[src/rtl/bfa_pkg.sv]
`default_nettype none

package bfa_pkg;

  // Table geometry.
  localparam int NUM_BLOCKS = 8;
  localparam int SIZE_BITS  = 16;

  // Index bits for the table and counter bits that can hold the block count itself.
  localparam int IDX_W = (NUM_BLOCKS > 1) ? $clog2(NUM_BLOCKS) : 1;
  localparam int CNT_W = $clog2(NUM_BLOCKS + 1);

  // Register and field widths.
  localparam int COUNT_W     = 4;
  localparam int COUNT_RESET = 8;

  // Item modes.
  localparam logic MODE_LOAD    = 1'b0;
  localparam logic MODE_REQUEST = 1'b1;

  // One input beat.
  typedef struct packed {
    logic        mode;
    logic [2:0]  block_index;
    logic [15:0] block_size;
    logic [15:0] request_size;
  } bfa_in_t;

  // One result beat.
  typedef struct packed {
    logic       granted;
    logic [2:0] chosen_block;
  } bfa_out_t;

endpackage

`default_nettype wire

[src/rtl/bfa_size_ram.sv]
`default_nettype none

// Simple dual-port RAM with one write port and one registered read port.
module bfa_size_ram #(
  parameter int DEPTH = 8,
  parameter int WIDTH = 16,
  parameter int AW    = 3
) (
  input  wire logic             clk,
  input  wire logic             we,
  input  wire logic [AW-1:0]    waddr,
  input  wire logic [WIDTH-1:0] wdata,
  input  wire logic [AW-1:0]    raddr,
  output logic      [WIDTH-1:0] rdata
);

  logic [WIDTH-1:0] mem [DEPTH];
  logic [WIDTH-1:0] rdata_r;

  assign rdata = rdata_r;

  // Write port.
  always_ff @(posedge clk) begin
    if (we) begin
      mem[waddr] <= wdata;
    end
  end

  // Registered read port.
  always_ff @(posedge clk) begin
    rdata_r <= mem[raddr];
  end

endmodule

`default_nettype wire

[src/rtl/best_fit_block_allocator_core.sv]
`default_nettype none

// Loads are taken one per cycle, back to back, and give no result. A request scans the
// N = block_count blocks (saturated to the table size) one per cycle, then the TAIL state
// finishes the last compare and the FINISH state issues the result (with N = 0 the scan and
// TAIL are skipped). FINISH waits while a stalled earlier result holds the result register,
// and no new beat is taken until the request is through. Synchronous active-low reset frees
// every block and sets block_count to 8; sizes are undefined until loaded.
module best_fit_block_allocator_core (
  input  wire logic                          clk,
  input  wire logic                          rst_n,
  input  wire logic                          in_valid,
  output logic                               in_stall,
  input  wire bfa_pkg::bfa_in_t              in_data,
  output logic                               out_valid,
  input  wire logic                          out_stall,
  output bfa_pkg::bfa_out_t                  out_data,
  input  wire logic                          cfg_we,
  input  wire logic [bfa_pkg::COUNT_W-1:0]   cfg_wdata
);

  typedef enum logic [1:0] {
    ST_IDLE,
    ST_SCAN,
    ST_TAIL,
    ST_FINISH
  } state_t;

  state_t                              state_r, state_nxt;
  logic [bfa_pkg::COUNT_W-1:0]         count_r;
  logic [bfa_pkg::NUM_BLOCKS-1:0]      busy_r, busy_nxt;
  logic [bfa_pkg::CNT_W-1:0]           limit_r, limit_nxt;
  logic [bfa_pkg::CNT_W-1:0]           issue_r, issue_nxt;
  logic                                cmp_vld_r, cmp_vld_nxt;
  logic [bfa_pkg::IDX_W-1:0]           cmp_idx_r, cmp_idx_nxt;
  logic                                found_r, found_nxt;
  logic [bfa_pkg::IDX_W-1:0]           best_idx_r, best_idx_nxt;
  logic [bfa_pkg::SIZE_BITS-1:0]       best_size_r, best_size_nxt;
  logic [bfa_pkg::SIZE_BITS-1:0]       req_r;
  logic                                out_valid_r, out_valid_nxt;
  bfa_pkg::bfa_out_t                   out_data_r;

  logic                                in_accept;
  logic                                emit;
  logic                                ram_we;
  logic [bfa_pkg::IDX_W-1:0]           ram_waddr;
  logic [bfa_pkg::SIZE_BITS-1:0]       ram_wdata;
  logic [bfa_pkg::SIZE_BITS-1:0]       ram_rdata;
  logic [bfa_pkg::CNT_W-1:0]           limit_cfg;
  logic                                cand;

  assign in_stall  = (state_r != ST_IDLE);
  assign in_accept = in_valid && !in_stall;
  assign out_valid = out_valid_r;
  assign out_data  = out_data_r;

  // The result register is free when empty or when its beat leaves this cycle.
  assign emit = (state_r == ST_FINISH) && (!out_valid_r || !out_stall);

  // Block count saturated to the table size.
  assign limit_cfg = (32'(count_r) > 32'(bfa_pkg::NUM_BLOCKS)) ?
                     bfa_pkg::CNT_W'(bfa_pkg::NUM_BLOCKS) : bfa_pkg::CNT_W'(count_r);

  // Loads write the size RAM directly; indexes past the table are dropped.
  assign ram_we    = in_accept && (in_data.mode == bfa_pkg::MODE_LOAD) &&
                     (32'(in_data.block_index) < 32'(bfa_pkg::NUM_BLOCKS));
  assign ram_waddr = bfa_pkg::IDX_W'(in_data.block_index);
  assign ram_wdata = bfa_pkg::SIZE_BITS'(in_data.block_size);

  bfa_size_ram #(
    .DEPTH (bfa_pkg::NUM_BLOCKS),
    .WIDTH (bfa_pkg::SIZE_BITS),
    .AW    (bfa_pkg::IDX_W)
  ) u_size_ram (
    .clk   (clk),
    .we    (ram_we),
    .waddr (ram_waddr),
    .wdata (ram_wdata),
    .raddr (issue_r[bfa_pkg::IDX_W-1:0]),
    .rdata (ram_rdata)
  );

  // A block read last cycle is a better fit if free, large enough and strictly smaller.
  assign cand = cmp_vld_r && !busy_r[cmp_idx_r] && (ram_rdata >= req_r) &&
                (!found_r || (ram_rdata < best_size_r));

  // Next-state logic for the sequencer and the running best fit.
  always_comb begin
    state_nxt     = state_r;
    busy_nxt      = busy_r;
    limit_nxt     = limit_r;
    issue_nxt     = issue_r;
    cmp_vld_nxt   = 1'b0;
    cmp_idx_nxt   = issue_r[bfa_pkg::IDX_W-1:0];
    found_nxt     = found_r;
    best_idx_nxt  = best_idx_r;
    best_size_nxt = best_size_r;
    out_valid_nxt = out_valid_r && out_stall;

    if (cand) begin
      found_nxt     = 1'b1;
      best_idx_nxt  = cmp_idx_r;
      best_size_nxt = ram_rdata;
    end

    unique case (state_r)
      ST_IDLE: begin
        if (in_accept) begin
          if (in_data.mode == bfa_pkg::MODE_LOAD) begin
            if (ram_we) begin
              busy_nxt[ram_waddr] = 1'b0;
            end
          end else begin
            limit_nxt = limit_cfg;
            issue_nxt = '0;
            found_nxt = 1'b0;
            state_nxt = (limit_cfg == '0) ? ST_FINISH : ST_SCAN;
          end
        end
      end
      ST_SCAN: begin
        cmp_vld_nxt = 1'b1;
        issue_nxt   = issue_r + 1'b1;
        if (issue_r == limit_r - 1'b1) begin
          state_nxt = ST_TAIL;
        end
      end
      ST_TAIL: begin
        state_nxt = ST_FINISH;
      end
      ST_FINISH: begin
        if (emit) begin
          out_valid_nxt = 1'b1;
          if (found_r) begin
            busy_nxt[best_idx_r] = 1'b1;
          end
          state_nxt = ST_IDLE;
        end
      end
      default: begin
        state_nxt = ST_IDLE;
      end
    endcase
  end

  // Sequencer state, busy marks, the block count and the result register.
  always_ff @(posedge clk) begin
    if (!rst_n) begin
      state_r     <= ST_IDLE;
      busy_r      <= '0;
      count_r     <= bfa_pkg::COUNT_W'(bfa_pkg::COUNT_RESET);
      cmp_vld_r   <= 1'b0;
      found_r     <= 1'b0;
      out_valid_r <= 1'b0;
    end else begin
      state_r     <= state_nxt;
      busy_r      <= busy_nxt;
      cmp_vld_r   <= cmp_vld_nxt;
      found_r     <= found_nxt;
      out_valid_r <= out_valid_nxt;
      if (cfg_we) begin
        count_r <= cfg_wdata;
      end
      if (emit) begin
        out_data_r.granted      <= found_r;
        out_data_r.chosen_block <= found_r ? 3'(best_idx_r) : 3'd0;
      end
    end
  end

  // Working registers of the scan.
  always_ff @(posedge clk) begin
    limit_r     <= limit_nxt;
    issue_r     <= issue_nxt;
    cmp_idx_r   <= cmp_idx_nxt;
    best_idx_r  <= best_idx_nxt;
    best_size_r <= best_size_nxt;
    if (in_accept) begin
      req_r <= bfa_pkg::SIZE_BITS'(in_data.request_size);
    end
  end

  // A granted block is marked busy right after its result is issued.
  a_grant_marks_busy: assert property (@(posedge clk) disable iff (!rst_n)
    (emit && found_r) |=> busy_r[$past(best_idx_r)])
    else $error("granted block not marked busy");

  // Compares happen only while a scan is running.
  a_cmp_in_scan: assert property (@(posedge clk) disable iff (!rst_n)
    cmp_vld_r |-> (state_r == ST_SCAN || state_r == ST_TAIL))
    else $error("compare outside a scan");

  // The best fit always lies inside the participating blocks.
  a_best_in_range: assert property (@(posedge clk) disable iff (!rst_n)
    (found_r && state_r == ST_FINISH) |-> (32'(best_idx_r) < 32'(limit_r)))
    else $error("best fit outside the block count");

  // A refusal carries block zero.
  a_refusal_zero: assert property (@(posedge clk) disable iff (!rst_n)
    (out_valid_r && !out_data_r.granted) |-> (out_data_r.chosen_block == 3'd0))
    else $error("refusal with nonzero block");

endmodule

`default_nettype wire

[config.mk]
export PLATFORM = sky130hd
export DESIGN_NAME = best_fit_block_allocator_core
export DESIGN_NICKNAME = d
export VERILOG_FILES = /design/src/rtl/bfa_pkg.sv /design/src/rtl/bfa_size_ram.sv /design/src/rtl/best_fit_block_allocator_core.sv
export SDC_FILE = /design/constraint.sdc
export NUM_CORES = 1
export LEC_CHECK = 0
export BUFFER_PORTS_ARGS = -buffer_cell sky130_fd_sc_hd__buf_2
export CORE_UTILIZATION = 45
export DETAILED_ROUTE_END_ITERATION = 12
export SYNTH_ARGS = -nofsm -noshare
export SYNTH_HDL_FRONTEND = slang
export SYNTH_SLANG_ARGS = --single-unit
[constraint.sdc]
create_clock -name clk -period 2.95 [get_ports clk]
set_input_delay 0.1475 -clock clk [delete_from_list [all_inputs] [get_ports clk]]
set_output_delay 0.1475 -clock clk [all_outputs]
set_load 0.005 [all_outputs]
==> results of run 1 <==
-- power by group --
part           internal (W)  total [W]  switching [W]
clock               0.00170    0.00281        0.00111
sequential          0.00351    0.00368       0.000166
combinational      0.000647    0.00131       0.000660
total               0.00586    0.00779        0.00194
-- worst reg2reg max path: cells and delay by family, from the launching register on --
kind / cells / cell delay [ns]
AO/OA/AOI/OAI: 5 / 1.14
adder cells (fa/ha/maj): 1 / 0.30
buffers and inverters: 2 / 0.25
flip-flops: 1 / 0.32
-- metrics by stage --
| step | hold slack [ns] | utilization, % |
|---|---|---|
| 6_report | 0.05869 | 55.36 |
| 5_1_grt | 0.05876 | 55.36 |
| 4_1_cts | 0.03699 | 55.36 |
| 3_5_place_dp | 0.3256 | 49.08 |
| 3_3_place_gp | 0.3270 | 49.08 |
| 2_1_floorplan | 0.2464 | - |
-- layout by cell type (no fill, tap or decap), types with 4 or more instances in the layout --
cell             n
nor2_1          20
nor3_1           9
ha_1            37
dlygate4sd3_1   43
and2_1           4
mux4_2          34
nand3_1          5
mux2i_1          5
edfxtp_1       175
clkbuf_16       23
a21o_1           6
clkinv_1         5
buf_2           50
nand4_1          7
clkbuf_1         5
nand2_1         15
mux2_2          17
o21ai_0          5
nand2b_1         6
buf_4           10
inv_1           43
xnor2_1          6
a21oi_1         17
nor2b_1          7
dfxtp_1         36
-- area by class of cell --
cell class | instances | area share [%]
flip-flops and latches | 211 | 57.70
multi-input cells | 239 | 23.03
repair buffers | 105 | 7.684
clock buffers | 28 | 5.739
well taps | 234 | 2.827
inverters | 43 | 1.559
clock inverters | 14 | 1.462
-- per-layer routing --
metal | global-route usage [%] | vias to the layer above
met5 | 0 | -
met4 | 4.511 | 0
met3 | 3.214 | 25
met2 | 29.05 | 102
met1 | 21.72 | 2253
li1 | - | 2180
-- cells by family (layout without fill, tap and decap cells) --
family	count (synthesis)	count (layout)	share of synthesized area, %
XOR/XNOR	8	8	0.9019
adder cells (fa/ha/maj)	37	37	5.382
buffers and inverters	61	190	2.924
AND/OR/NAND/NOR	83	83	4.887
multiplexers	56	56	11.71
AO/OA/AOI/OAI	55	55	4.728
flip-flops	211	211	69.47
-- registers in the layout, indices dropped and copies added (netlist names) --
register          count
u_size_ram.mem      128
cmp_vld_r             1
cmp_idx_r             3
issue_r               4
best_idx_r            3
u_size_ram.rdata     16
state_r               2
busy_r                8
found_r               1
out_data              4
out_valid             1
count_r               4
req_r                16
limit_r               4
best_size_r          16
-- what timing repair did --
item | CTS | global route
hold buffers | 43 | 0
setup buffers | 0 | 0
hold endpoints to repair | 153 | 0
-- worst max path at each step --
stage | from | cells past startpoint | end | slack, ns
6_report | req_r[9] | 8 | best_size_r[2] | 0.67
5_1_grt | req_r[9] | 8 | best_size_r[2] | 0.46
2_1_floorplan | state_r[0] | 5 | u_size_ram.mem[1][0] | 0.36
3_3_place_gp | req_r[9] | 8 | best_size_r[2] | 0.69
4_1_cts | req_r[9] | 8 | best_idx_r[0] | 0.67
3_5_place_dp | req_r[9] | 8 | best_size_r[2] | 0.67
==> results.md, run 1 <==
* Final ANT Viol Nets at 0
* TritonRoute pass-1 iters at 5
* Diode count at 0
* Worst Skew at approximately 0.016 ns
* Number of synthesized flops with an enable pin at 175
* HP Class: in2reg
* Via count at ~4600
* Top FF cell, synth: edfxtp_1
* WHS Path Cells at 5
* Ports at 51
* Remaining Overflow, GRT at 0
* R2R Path End: best_size_r[2]
* First-pass GRT wire length at between 20000 and 30000 µm
* Syn Std Cell Area at ~8600 µm²
* Post-cts resize count at 0
* Distinct cells, synth at 48
* Antenna violations before repair at 0
* Synth top area cells: edfxtp_1 61%, mux4_2 8.9%, dfxtp_1 8.4%
* Final Instance Count excl. Fillers at roughly 870
* Ys async rst share at 0%
* Cell count after synthesis at 511
* Core area at ~19000 µm²
* Peak supply drop at around 0.00044 V
* Synth warn at 0
* RSZ-0062 raised after global routing: no
* Max-Cap Viols at 0
* Synthesized area per cell at 16.83 µm²
* Max-slew headroom at ~55%
* Met3 WL at roughly 640 µm
* Register area at 5976 µm²
* DP Area at 9180 µm²
* Power per Cell Area at roughly 750 nW/µm²
* Vias per cell at 5.217
* Wl on met1 at 6898 µm
* Status: finished clean
* Final nets at between 700 and 800
* Fin. Hold Viols at 0
* Slew Viols, Final at 0
* Fin crit share at slightly below 80%
* Commonest cells in the synthesized netlist: 175 x edfxtp_1, 43 x inv_1, 37 x ha_1
* Vias in the first global route at 4779
* CTS root buf: clkbuf_16
* Synth top area share at 61.09%
* Total CTS buffers at 23
* Top cell family by delay on the critical path: compound AO/OA/AOI/OAI gates
* Worst slew pin tran at just under 0.7 ns
* Largest net degree at the start of global routing at 38
* Crit end category: flop
* Top-count cell post-synth: edfxtp_1
* Crit path launch type: flop
* Worst r2r path cells at 8
* Metal2 WL at roughly 8000 µm
* Max stage delay on crit path at ~0.40 ns
* IO Port Bufs at 50
* TNS Setup at 0 ns
* Final Worst Setup Slack at 0.6667 ns
* Starting density of the core at between 40% and 50%
* CP max-delay cell: a2111oi_0
* Area Growth Syn to Fin at 20.39%
* Total DRC errors in the routed layout at 0
* Filler instances at between 1000 and 1500
* Clk pin slew, worst setup/hold paths at roughly 0.060 ns
* Crit path top cell by count: a21o_1
* Dominant cell type by area after synthesis: edfxtp_1
* Reg2reg setup slack at about 0.67 ns
* Syn_nets at ~590
* DIE AREA at roughly 20000 µm²
* Top Metal Used: met4
* CTS sink count at 211
* FF-to-FF Start: req_r[9]
* Static Leakage at roughly 3.9 nW
* Height of the die at 140.3 µm
* Depth of the CTS H-tree at 1
* Gpl congestion at ~0.81
* Drt wl/cell at approximately 18 µm
* Fmax at 0.4380 GHz
* Dpl hpwl at ~9700 µm
* Worst hold start: in_data[35]
* CTS tree: yes
* Required time of the critical path at around 3.2 ns
* Pre-CTS WS at 0.6731 ns
* Rows at 50
* Overall power at around 0.0078 W
* Path type of the worst setup path: reg2reg
* Die X at approximately 140 µm
* CTS Buffer Depth at 3
* Hold path endpoint: state_r[0]
* Placed Instances at between 700 and 800
* Worst Path Buf+Inv at 2
* Crit path cell chain: inv_1 -> ha_1 -> a21o_1 -> a21o_1 -> a2111oi_0 -> a21oi_1 -> o211a_1 -> buf_4
* Global-route usage over all layers at 16.80%
* Multi-input logic area at approximately 2400 µm²
* CP max FO at 18
* Clk_lat worst skew at slightly above 0.5 ns
* # setup viols final at 0
* Sequential area share after synthesis at between 60% and 70%
* Share of cells above drive strength 1 at 24.38%
* Final std cell area, no fill at ~10000 µm²
* WP data arrival at between 2 and 3 ns
* Yosys reg bits at around 210
* WL final at around 16000 µm
* Minimum clock period at ~2.3 ns
* Initial detailed-routing violation count at just over 200
No activity file was read; power rests on OpenSTA's default activity.
==> run 2: changes to the inputs <==
==> constraint.sdc (replaced) <==
create_clock -name clk -period 2.3 [get_ports clk]
set_input_delay 0.115 -clock clk [delete_from_list [all_inputs] [get_ports clk]]
set_output_delay 0.115 -clock clk [all_outputs]
set_load 0.005 [all_outputs]
==> results.md, run 2 (synthesis gave the netlist of run 1 again) <==
* Switch share at 25.67% (was 24.85%)
* Share of cells above drive strength 1 at 25.85% (was 24.38%)
* Most frequent cells in the layout: 175 x edfxtp_1, 50 x buf_2, 45 x dlygate4sd3_1 (was 175 x edfxtp_1, 50 x buf_2, 43 x inv_1, 43 x dlygate4sd3_1, 37 x ha_1)
* First-pass GRT wire length at 26120 µm (was 25060 µm)
* Height of the die at 140.3 µm (unchanged)
* Pre-CTS WS at -0.002920 ns (was 0.6731 ns)
* WP data arrival at 2.44 ns (was 2.52 ns)
* Overall power at 0.009988 W (was 0.007793 W)
* Total DRC errors in the routed layout at 0 (unchanged)
* IO Port Bufs at 50 (unchanged)
* Final Worst Setup Slack at 0.1167 ns (was 0.6667 ns)
* CTS Buffer Depth at 3 (unchanged)
* Fin. Hold Viols at 0 (unchanged)
* FF-to-FF Start: req_r[9] (unchanged)
* Required time of the critical path at 2.56 ns (was 3.19 ns)
* Die X at 140.3 µm (unchanged)
* Placed Instances at 793 (was 789)
* CP max FO at 12 (was 18)
* Power per Cell Area at 949.6 nW/µm² (was 752.5 nW/µm²)
* Grt met3 use at 3.145% (was 3.214%)
* WL final at 16420 µm (was 15830 µm)
* Sequential share of power at 47.0% (was 47.2%)
* HP Class: in2reg (unchanged)
* DP Area at 9310 µm² (was 9180 µm²)
* Max-slew headroom at 67.78% (was 54.67%)
* Peak supply drop at 0.0005979 V (was 0.0004384 V)
* Clk pin slew, worst setup/hold paths at 0.06 ns (about the same)
* M1 GR Usage at 23.24% (was 21.72%)
* Via count at 4648 (was 4560)
* Crit end category: flop (unchanged)
* Clk_lat worst skew at 0.52 ns (was 0.51 ns)
* Initial detailed-routing violation count at 206 (was 207)
* Worst Setup SP: req_r[9] (unchanged)
* Comb pwr share at 17.9% (was 16.8%)
* GR peak layer: met2 (unchanged)
* Fmax at 0.4580 GHz (was 0.4380 GHz)
* Final nets at 711 (was 705)
* Diode count at 0 (unchanged)
* TNS Setup at 0 ns (unchanged)
* Slew Viols, Final at 0 (unchanged)
* Final std cell area, no fill at 10520 µm² (was 10360 µm²)
* DIE AREA at 19670 µm² (unchanged)
* Rows at 50 (unchanged)
* Ports at 51 (unchanged)
* CTS root buf: clkbuf_16 (unchanged)
* Minimum clock period at 2.183 ns (was 2.283 ns)
* Max FFs per register at 128 (unchanged)
* Path type of the worst setup path: reg2reg (unchanged)
* Final ANT Viol Nets at 0 (unchanged)
* Commonest non-fill, non-tap cell in the layout: edfxtp_1 (unchanged)
* Vias per cell at 5.282 (was 5.217)
* # setup viols final at 0 (unchanged)
* Gpl congestion at 0.8194 (was 0.8103)
* CTS sink count at 211 (unchanged)
* Dpl hpwl at 10130 µm (was 9702 µm)
* Final Instance Count excl. Fillers at 880 (was 874)
* TritonRoute pass-1 iters at 4 (was 5)
* CTS tree: yes (unchanged)
* Antenna violations before repair at 1 (was 0)
* Reg2reg setup slack at 0.12 ns (was 0.67 ns)
* Cell-internal power at 0.007424 W (was 0.005856 W)
* Static Leakage at 3.919 nW (was 3.860 nW)
* Largest net degree at the start of global routing at 36 (was 38)
* Worst Skew at 0.01908 ns (was 0.01578 ns)
* Area Growth Syn to Fin at 22.28% (was 20.39%)
* Clk pwr share at 35.1% (was 36.0%)
* Vias in the first global route at 4909 (was 4779)
* Starting density of the core at 45.99% (unchanged)
* Worst hold start: in_data[32] (was in_data[35])
* Worst slew pin tran at 0.4833 ns (was 0.6800 ns)
* Global-route usage over all layers at 17.48% (was 16.80%)
* Core area at 18710 µm² (unchanged)
* RSZ-0062 raised after global routing: no (unchanged)
* Met2 usage at 29.55% (was 29.05%)
* Total CTS buffers at 23 (unchanged)
* Fin crit share at 94.93% (was 77.40%)
* Max-Cap Viols at 0 (unchanged)
* Switching power at 0.002564 W (was 0.001937 W)
* Status: finished clean (unchanged)
* Crit path launch type: flop (unchanged)
* Depth of the CTS H-tree at 1 (unchanged)
* Remaining Overflow, GRT at 0 (unchanged)
* Reg with most FFs: u_size_ram.mem (unchanged)
* Drt wl/cell at 18.66 µm (was 18.12 µm)
## run 2: final cells by class
cell class / instances / area (µm²)
multi-input cells: 239 / 2412
well taps: 234 / 292.8
clock buffers: 30 / 621.8
flip-flops and latches: 211 / 5976
clock inverters: 12 / 108.9
repair buffers: 111 / 945.9
inverters: 43 / 161.4
fillers: 1471 / 8187
## run 2: final timing paths
kind                                       end  depth (start not counted)
worst min-delay path                 busy_r[3]                          4
worst max-delay path            best_size_r[9]                          8
worst max register to register  best_size_r[9]                          8
worst min register to register   best_idx_r[2]                          0
## run 2: per-layer routing
metal  part of all wire [%]  up-vias
met1                     45     2338
li1                       -     2203
met3                    3.4       29
met2                     49       78
met5                      0        -
met4                    2.4        0
## run 2: power groups by stage
stage / Clock (W) / Sequential, W / Combinational [W]
2_1_floorplan: 0 / 0.00470 / 0.00124
3_3_place_gp: 0 / 0.00477 / 0.00165
3_5_place_dp: 0 / 0.00478 / 0.00170
4_1_cts: 0.00356 / 0.00470 / 0.00178
5_1_grt: 0.00371 / 0.00473 / 0.00200
6_report: 0.00350 / 0.00470 / 0.00179
## run 2: through the flow
| step | hold slack [ns] | utilization [%] |
|---|---|---|
| after detailed placement | 0.2943 | 49.77 |
| final | 0.07689 | 56.23 |
| after global placement | 0.2945 | 49.77 |
| after CTS | 0.05496 | 56.09 |
| after floorplan | 0.2139 | - |
| after global routing | 0.1048 | 56.23 |
## run 2: what timing repair did
item	in CTS	in global routing
buffers inserted	0	0
gates resized for setup	1	4
pin swaps	0	1
endpoints found under the setup margin	12	19
hold endpoints to repair	154	0
hold buffers	45	0
## run 2: worst max-delay path: stages (launching register included)
cell and delay [ns]:
edfxtp_1 0.32, inv_1 0.04, ha_1 0.30, a21o_1 0.19, a21o_1 0.20, a2111oi_4 0.35
a21oi_2 0.10, o211a_1 0.23, buf_4 0.19
